===== src/lpc_pkg.sv =====
// ----------------------------------------------------------------------------
// Loopback packet checker package
// Shared constants, codes and the verdict type.
// ----------------------------------------------------------------------------
package lpc_pkg;

    localparam int SLOTS_DEF       = 8;
    localparam int PAYLOAD_LEN_DEF = 48;
    localparam int COUNT_W         = 31;
    localparam int LAG_W           = 8;

    localparam logic [COUNT_W-1:0] COUNT_MAX = {COUNT_W{1'b1}};

    // action field codes
    localparam logic ACT_SENT  = 1'b0;
    localparam logic ACT_REPLY = 1'b1;

    typedef enum logic [1:0] {
        VERDICT_MATCH    = 2'd0,
        VERDICT_MISMATCH = 2'd1,
        VERDICT_WINDOW   = 2'd2
    } verdict_t;

endpackage


===== src/loopback_packet_checker_unit.sv =====
// ----------------------------------------------------------------------------
// Loopback packet checker
// A reply's result passes the compare stage and result register once its last
// item is taken. Throughput: one item per cycle when item_stall is low; each
// item makes at most one payload store access. Reset: the store is swept to
// zero, one byte a cycle, over SLOTS*PAYLOAD_LEN bytes (384 by default) with item_stall high.
// ----------------------------------------------------------------------------
module loopback_packet_checker_unit #(
    parameter int SLOTS       = lpc_pkg::SLOTS_DEF,
    parameter int PAYLOAD_LEN = lpc_pkg::PAYLOAD_LEN_DEF
) (
    input  logic                        clk,
    input  logic                        rst_n,

    input  logic                        item_valid,
    output logic                        item_stall,
    input  logic                        action,
    input  logic [7:0]                  packet_number,
    input  logic [7:0]                  data_byte,
    input  logic                        first_of_packet,
    input  logic                        last_of_packet,
    input  logic                        no_payload,

    output logic                        result_valid,
    input  logic                        result_stall,
    output logic [1:0]                  verdict,
    output logic [7:0]                  packet_lag,
    output logic [lpc_pkg::COUNT_W-1:0] good_count,
    output logic [lpc_pkg::COUNT_W-1:0] bad_count,
    output logic [lpc_pkg::COUNT_W-1:0] sent_count
);

    localparam int DEPTH  = SLOTS * PAYLOAD_LEN;
    localparam int ADDR_W = $clog2(DEPTH);
    localparam int SLOT_W = $clog2(SLOTS);
    localparam int POS_W  = $clog2(PAYLOAD_LEN + 1);
    localparam int CW     = lpc_pkg::COUNT_W;
    localparam int LW     = lpc_pkg::LAG_W;

    localparam logic [ADDR_W-1:0] LAST_ADDR = ADDR_W'(DEPTH - 1);
    localparam logic [SLOT_W-1:0] LAST_SLOT = SLOT_W'(SLOTS - 1);

    // payload store
    logic [7:0]        mem [DEPTH];
    logic [7:0]        rd_data_reg;
    logic              mem_we;
    logic              mem_re;
    logic [ADDR_W-1:0] mem_waddr;
    logic [7:0]        mem_wdata;
    logic [ADDR_W-1:0] item_addr;

    // clearing sweep
    logic              clr_active_reg;
    logic [ADDR_W-1:0] clr_addr_reg;

    // front state
    logic [POS_W-1:0]  byte_pos_reg;
    logic [SLOT_W-1:0] last_slot_reg;
    logic [LW-1:0]     last_sent_reg;
    logic [LW-1:0]     lag_reg;
    logic              win_reg;
    logic [SLOT_W-1:0] cmp_slot_reg;
    logic [CW-1:0]     sent_total_reg;

    // compare stage
    logic              s1_valid_reg;
    logic              s1_reply_reg;
    logic              s1_first_reg;
    logic              s1_last_reg;
    logic              s1_cmp_reg;
    logic              s1_win_reg;
    logic [LW-1:0]     s1_lag_reg;
    logic [7:0]        s1_byte_reg;
    logic              mismatch_reg;
    logic [CW-1:0]     good_total_reg;
    logic [CW-1:0]     bad_total_reg;

    // result register
    logic              out_valid_reg;
    logic [1:0]        verdict_reg;
    logic [LW-1:0]     lag_out_reg;
    logic [CW-1:0]     good_out_reg;
    logic [CW-1:0]     bad_out_reg;
    logic [CW-1:0]     sent_out_reg;

    logic              accept;
    logic              is_reply;
    logic              first_eff;
    logic              last_eff;
    logic [POS_W-1:0]  pos_base;
    logic              pos_ok;
    logic [SLOT_W-1:0] slot_adv;
    logic [SLOT_W-1:0] slot_wr;
    logic [LW-1:0]     lag_new;
    logic              win_new;
    logic [SLOT_W-1:0] cmp_slot_new;
    logic [SLOT_W:0]   slot_diff;
    logic [LW-1:0]     lag_eff;
    logic              win_eff;
    logic [SLOT_W-1:0] cmp_slot_eff;
    logic [SLOT_W-1:0] slot_sel;

    logic              s1_result;
    logic              s1_hold;
    logic              s1_fire;
    logic              mismatch_next;
    logic [1:0]        verdict_next;
    logic [CW-1:0]     good_next;
    logic [CW-1:0]     bad_next;

    // ------------------------------------------------------------------
    // Front: position, slot and lag for the incoming request
    // ------------------------------------------------------------------
    assign is_reply  = (action == lpc_pkg::ACT_REPLY);
    assign first_eff = first_of_packet | no_payload;
    assign last_eff  = last_of_packet | no_payload;
    assign pos_base  = first_eff ? '0 : byte_pos_reg;
    assign pos_ok    = !no_payload && (pos_base < POS_W'(PAYLOAD_LEN));

    assign slot_adv = (last_slot_reg == LAST_SLOT) ? '0 : last_slot_reg + 1'b1;
    assign slot_wr  = first_eff ? slot_adv : last_slot_reg;

    assign lag_new   = last_sent_reg - packet_number;
    assign win_new   = ({1'b0, lag_new} < 9'(SLOTS));
    assign slot_diff = {1'b0, last_slot_reg} - {1'b0, lag_new[SLOT_W-1:0]};

    always_comb
    begin
        if (!win_new)
        begin
            cmp_slot_new = '0;
        end
        else if (last_slot_reg >= lag_new[SLOT_W-1:0])
        begin
            cmp_slot_new = slot_diff[SLOT_W-1:0];
        end
        else
        begin
            // wrap around the ring
            cmp_slot_new = SLOT_W'(slot_diff + (SLOT_W+1)'(SLOTS));
        end
    end

    assign lag_eff      = first_eff ? lag_new      : lag_reg;
    assign win_eff      = first_eff ? win_new      : win_reg;
    assign cmp_slot_eff = first_eff ? cmp_slot_new : cmp_slot_reg;

    assign slot_sel  = is_reply ? cmp_slot_eff : slot_wr;
    assign item_addr = ADDR_W'(slot_sel) * ADDR_W'(PAYLOAD_LEN) + ADDR_W'(pos_base);

    // ------------------------------------------------------------------
    // Handshake
    // ------------------------------------------------------------------
    assign s1_result  = s1_valid_reg && s1_reply_reg && s1_last_reg;
    assign s1_hold    = s1_result && out_valid_reg && result_stall;
    assign s1_fire    = s1_valid_reg && !s1_hold;
    assign item_stall = clr_active_reg || s1_hold;
    assign accept     = item_valid && !item_stall;

    // ------------------------------------------------------------------
    // Payload store: one write port (sweep or sent byte), one read port
    // ------------------------------------------------------------------
    assign mem_we    = clr_active_reg || (accept && !is_reply && pos_ok);
    assign mem_waddr = clr_active_reg ? clr_addr_reg : item_addr;
    assign mem_wdata = clr_active_reg ? 8'h00 : data_byte;
    assign mem_re    = accept && is_reply;

    always_ff @(posedge clk)
    begin
        if (mem_we)
        begin
            mem[mem_waddr] <= mem_wdata;
        end
        // hold read data while the compare stage waits
        if (mem_re)
        begin
            rd_data_reg <= mem[item_addr];
        end
    end

    always_ff @(posedge clk or negedge rst_n)
    begin
        if (!rst_n)
        begin
            clr_active_reg <= 1'b1;
            clr_addr_reg   <= '0;
        end
        else if (clr_active_reg)
        begin
            if (clr_addr_reg == LAST_ADDR)
            begin
                clr_active_reg <= 1'b0;
            end
            clr_addr_reg <= clr_addr_reg + 1'b1;
        end
    end

    // ------------------------------------------------------------------
    // Front state update
    // ------------------------------------------------------------------
    always_ff @(posedge clk or negedge rst_n)
    begin
        if (!rst_n)
        begin
            byte_pos_reg   <= '0;
            last_slot_reg  <= LAST_SLOT;
            last_sent_reg  <= '0;
            lag_reg        <= '0;
            win_reg        <= 1'b1;
            cmp_slot_reg   <= '0;
            sent_total_reg <= '0;
        end
        else if (accept)
        begin
            byte_pos_reg <= pos_ok ? pos_base + 1'b1 : pos_base;
            if (!is_reply && first_eff)
            begin
                last_slot_reg <= slot_adv;
                last_sent_reg <= packet_number;
                if (sent_total_reg != lpc_pkg::COUNT_MAX)
                begin
                    sent_total_reg <= sent_total_reg + 1'b1;
                end
            end
            if (is_reply && first_eff)
            begin
                lag_reg      <= lag_new;
                win_reg      <= win_new;
                cmp_slot_reg <= cmp_slot_new;
            end
        end
    end

    // ------------------------------------------------------------------
    // Compare stage
    // ------------------------------------------------------------------
    always_ff @(posedge clk or negedge rst_n)
    begin
        if (!rst_n)
        begin
            s1_valid_reg <= 1'b0;
        end
        else if (accept)
        begin
            s1_valid_reg <= 1'b1;
        end
        else if (s1_fire)
        begin
            s1_valid_reg <= 1'b0;
        end
    end

    always_ff @(posedge clk)
    begin
        if (accept)
        begin
            s1_reply_reg <= is_reply;
            s1_first_reg <= first_eff;
            s1_last_reg  <= last_eff;
            s1_cmp_reg   <= is_reply && pos_ok && win_eff;
            s1_win_reg   <= win_eff;
            s1_lag_reg   <= lag_eff;
            s1_byte_reg  <= data_byte;
        end
    end

    assign mismatch_next = (!s1_first_reg && mismatch_reg)
                         || (s1_cmp_reg && (rd_data_reg != s1_byte_reg));

    always_comb
    begin
        verdict_next = lpc_pkg::VERDICT_MATCH;
        good_next    = good_total_reg;
        bad_next     = bad_total_reg;
        if (!s1_win_reg)
        begin
            verdict_next = lpc_pkg::VERDICT_WINDOW;
        end
        else if (mismatch_next)
        begin
            verdict_next = lpc_pkg::VERDICT_MISMATCH;
        end
        if (verdict_next == lpc_pkg::VERDICT_MATCH)
        begin
            if (good_total_reg != lpc_pkg::COUNT_MAX)
            begin
                good_next = good_total_reg + 1'b1;
            end
        end
        else if (bad_total_reg != lpc_pkg::COUNT_MAX)
        begin
            bad_next = bad_total_reg + 1'b1;
        end
    end

    always_ff @(posedge clk or negedge rst_n)
    begin
        if (!rst_n)
        begin
            mismatch_reg   <= 1'b0;
            good_total_reg <= '0;
            bad_total_reg  <= '0;
        end
        else if (s1_fire && s1_reply_reg)
        begin
            mismatch_reg <= mismatch_next;
            if (s1_last_reg)
            begin
                good_total_reg <= good_next;
                bad_total_reg  <= bad_next;
            end
        end
    end

    // ------------------------------------------------------------------
    // Result register
    // ------------------------------------------------------------------
    always_ff @(posedge clk or negedge rst_n)
    begin
        if (!rst_n)
        begin
            out_valid_reg <= 1'b0;
        end
        else if (s1_fire && s1_result)
        begin
            out_valid_reg <= 1'b1;
        end
        else if (!result_stall)
        begin
            out_valid_reg <= 1'b0;
        end
    end

    always_ff @(posedge clk)
    begin
        if (s1_fire && s1_result)
        begin
            verdict_reg  <= verdict_next;
            lag_out_reg  <= s1_lag_reg;
            good_out_reg <= good_next;
            bad_out_reg  <= bad_next;
            sent_out_reg <= sent_total_reg;
        end
    end

    assign result_valid = out_valid_reg;
    assign verdict      = verdict_reg;
    assign packet_lag   = lag_out_reg;
    assign good_count   = good_out_reg;
    assign bad_count    = bad_out_reg;
    assign sent_count   = sent_out_reg;

endmodule


===== config.mk =====
export PLATFORM = sky130hd
export DESIGN_NAME = loopback_packet_checker_unit
export DESIGN_NICKNAME = d
export VERILOG_FILES = /design/src/lpc_pkg.sv /design/src/loopback_packet_checker_unit.sv
export SDC_FILE = /design/constraint.sdc
export NUM_CORES = 2
export LEC_CHECK = 0
export ABC_AREA = 1
export BUFFER_PORTS_ARGS = -buffer_cell sky130_fd_sc_hd__buf_2
export CELL_PAD_IN_SITES_DETAIL_PLACEMENT = 0
export CELL_PAD_IN_SITES_GLOBAL_PLACEMENT = 1
export CORE_UTILIZATION = 50
export DETAILED_ROUTE_END_ITERATION = 10
export PLACE_DENSITY_LB_ADDON = 0.05
export SLEW_MARGIN = 40
export SYNTH_ARGS = -nofsm -noshare
export SYNTH_HDL_FRONTEND = slang
export SYNTH_SLANG_ARGS = --single-unit
export TNS_END_PERCENT = 1

===== constraint.sdc =====
create_clock -name clk -period 29.7 [get_ports clk]
set_clock_uncertainty 0.05 [all_clocks]
set_input_delay 4.455 -clock clk [delete_from_list [all_inputs] [get_ports clk]]
set_output_delay 4.455 -clock clk [all_outputs]
set_load 0.01 [all_outputs]

==> summary.txt <==
Run status
  – Outcome: completed

Final layout
  – Post-layout nets: around 10000
  – Layout area overhead: 11.7%
  – Fill count: about 22000
  – Share of post-route cells with drive strength above 1: roughly a tenth
  – Fin area: 0.151 mm2
  – Largest Register: mem
  – Max reg flops: 3072
  – Most common cell after layout, fill and taps aside: edfxtp_1
  – Area of the multi-input gates: 0.0320 mm2
  – Leading cell types in the layout, fill and taps excluded: edfxtp_1 (3204), nor2_1 (2098), o21ai_0 (1757), o211ai_1 (457), nand3_1 (416)
  – Register Area: around 0.10 mm2

Timing
  – Fin crit share: 35.4%
  – Total negative setup slack: 0 ps
  – Worst Tran Pin Value: 920 ps
  – Final Hold Viols: 0
  – RSZ-0062 raised after global routing: no
  – Final Max Tran Viols: 0
  – Final setup viols: 0
  – Tmin final: 10510 ps
  – Rel. slew slack: 38.7%
  – Worst hold slack: 368 ps
  – FMAX: 95.1 MHz

Setup path
  – CP Class: primary input to flip-flop
  – Max FO, Critical Path: 26
  – R2r endpoint: mem[11][4]
  – Worst Reg-to-Reg Cells: 26
  – Reg2reg start: last_sent_reg[0]
  – Startpoint Class: primary input
  – Setup crit end kind: flip-flop
  – R2R Setup Slk: 22480 ps
  – Worst Path Required: 30190 ps
  – Critical Path AT: 11000 ps

Die
  – Die span in x: 522 um
  – Die Area: around 0.27 mm2
  – Initial Util: 50.3%
  – # rows: 190
  – Die height: ~520 um
  – # IOs: roughly 130
  – Core area: 0.268 mm2

Synth
  – EDFF count, synth: 3204
  – Post-synthesis net count: 10500
  – Ys flop type: edfxtp_1
  – Mapped cell area: 0.135 mm2
  – Post-Syn Instances: 10500
  – Synth area leader: edfxtp_1
  – Mean Syn Cell Area: 12.9 um2
  – Post-synth top area share: 71.2%
  – Largest cells by area after synthesis: edfxtp_1 (71%), o21ai_0 (6.5%), nor2_1 (5.9%), o211ai_1 (2.5%), dfrtp_1 (2.4%)
  – Yosys Warn Count: 0
  – Synth Area in Simple Gates: 9.92%
  – Library cells used by synthesis: 52
  – Ys async rst share: under 10%
  – Post-synthesis mux area share: less than 1%
  – Complex-gate fraction of the synthesized area: about an eighth
  – Register area share after synthesis: around three quarters
  – Largest family of logic cells by synthesized area: compound AO/OA/AOI/OAI gates
  – Flops & latches, synth: 3339
  – Synth Area in Adders: less than 1%
  – Post-Synth XOR/XNOR Area: 0.661%

Clock tree
  – CTS buffer count: around 350
  – # Post-CTS Setup Buffers: 0
  – Reg clk slew, reported paths: 60 ps
  – CTS tree: yes
  – Clock Latency Late Sink: 940 ps
  – # resized after CTS: 0
  – Hold_buf cts: 0
  – CTS root buf: clkbuf_16
  – Sink Count: 3339
  – CTS max path bufs: 4
  – H-tree levels: 5

Global routing
  – Initial antenna violation count: 14
  – GR Overflow Total: 0
  – All-layer global routing usage: between 20% and 30%
  – Largest net degree at the start of global routing: 221
  – First-pass GRT wire length: 580 mm
  – Number of global-route vias before repair: 85300

Drt
  – Post-Route WL: 400 mm
  – Iter 0 DRT Violations: around 11000
  – Routed Antenna Nets: 0
  – TritonRoute pass-1 iters: 6
  – Vias per inst: 6.18
  – DRC violations left: 0
  – Vias: slightly below 90000
  – WL/cell: 28.2 um

Power
  – Cell internal pwr: 8.08 mW
  – Pwr Density: 71.6 mW/mm2
  – IR drop worst, VDD: 0.0000531 V
  – Flop pwr share: approximately half
  – Static leakage: 48.2 nW
  – Sw power: 2.72 mW
  – Switching Share: 25.2%
  – Share of total power in the clock network: ~41%
  – Gate power share: 9.9%

Worst hold path
  – Worst hold path cell count: 0
  – Hold Startpoint: s1_lag_reg[6]
  – Worst min-delay path category: flip-flop to flip-flop
  – Hold Crit Endpoint: packet_lag[6]

Run
  – Max-cap check violation count: 0

Placement
  – PortBufs: 128
  – HPWL after DPL: 231 mm
  – RePlAce Congestion: about 0.86
  – DP Area: 0.139 mm2
[worst max-delay path, stage by stage]
cell,delay (ps)
buf_2,120
ha_1,200
fa_1,400
inv_1,80
nand2_1,50
nand2_1,110
nand3_1,100
nand2_1,70
nand2_1,40
nand2_1,130
nor2_4,70
nand2_1,130
o21ai_0,100
a32oi_1,550
inv_1,210
ha_1,290
fa_1,560
xnor2_2,190
buf_4,270
inv_1,90
buf_4,330
o21ai_4,250
inv_1,240
buf_4,390
nand4_2,690
nor2_1,830
[Yosys cell counts, types with 7 or more instances]
| cell | instances |
|---|---|
| or2_2 | 7 |
| o21ai_0 | 1757 |
| o21ai_1 | 19 |
| inv_1 | 172 |
| nor2_1 | 2112 |
| xnor2_1 | 18 |
| nor3_1 | 47 |
| nand2_1 | 406 |
| inv_2 | 7 |
| o211ai_1 | 457 |
| nand4_1 | 32 |
| nand3_1 | 416 |
| nand2_2 | 8 |
| nor4_1 | 13 |
| nand4_4 | 21 |
| clkbuf_1 | 594 |
| ha_1 | 21 |
| dfrtp_1 | 130 |
| xor2_1 | 84 |
| a21oi_1 | 26 |
| o22ai_1 | 332 |
| o221ai_1 | 277 |
| edfxtp_1 | 3204 |
| buf_2 | 92 |
| buf_1 | 63 |
| nor2_2 | 82 |
| buf_6 | 18 |
[area by class of cell]
type                    count  area share [%]
flip-flops and latches   3339            66.0
multi-input cells        6177            21.2
clock buffers             430            6.18
well taps                3552            2.94
repair buffers            287            1.66
clock inverters           211            1.51
inverters                 180           0.479
diodes                      4         0.00663
[worst max path at each step]
| stage | from | end | slack [ps] | cells after the start |
|---|---|---|---|---|
| floorplan | data_byte[0] | mem[0][0] | 14250 | 2 |
| detailed placement | packet_number[0] | mem[11][2] | 18270 | 26 |
| CTS | packet_number[0] | mem[11][1] | 19240 | 19 |
| finish | packet_number[0] | mem[11][4] | 19190 | 26 |
| global route | packet_number[0] | mem[14][1] | 18870 | 26 |
| global placement | packet_number[0] | mem[26][0] | 18010 | 26 |
[routing by layer]
metal	track usage [%]	vias to the layer above	wire, um
li1	-	38900	-
met1	41.7	44100	171000
met2	45.6	4017	185000
met3	4.56	652	31700
met4	9.07	12	12400
met5	0	-	69
[per-stage QoR]
| stage | setup slack, ps | utilization (%) | power [mW] | std cells |
|---|---|---|---|---|
| 3_3_place_gp | 18010 | 51.6 | 6.41 | 13500 |
| 6_report | 19190 | 56.2 | 10.8 | 14200 |
| 4_1_cts | 19240 | 56.1 | 10.8 | 14200 |
| 5_1_grt | 18870 | 56.2 | 11.1 | 14200 |
| 2_1_floorplan | 14250 | - | 5.99 | 10500 |
| 3_5_place_dp | 18270 | 51.8 | 6.43 | 13500 |
[power by group through the flow]
stage	Clock, mW	Sequential [mW]	Combinational (mW)
2_1_floorplan	0	5.40	0.589
3_3_place_gp	0	5.38	1.03
3_5_place_dp	0	5.38	1.05
4_1_cts	4.50	5.28	1.05
5_1_grt	4.68	5.29	1.13
6_report	4.45	5.28	1.07
[cells by family after synthesis]
logic type	count (synthesis)
mux	1
xor+xnor	102
compound gates	2879
flops	3339
fa+ha+maj	25
buf+inv	950
simple gates	3170
Note: power is estimated with default switching activity, not from simulation.
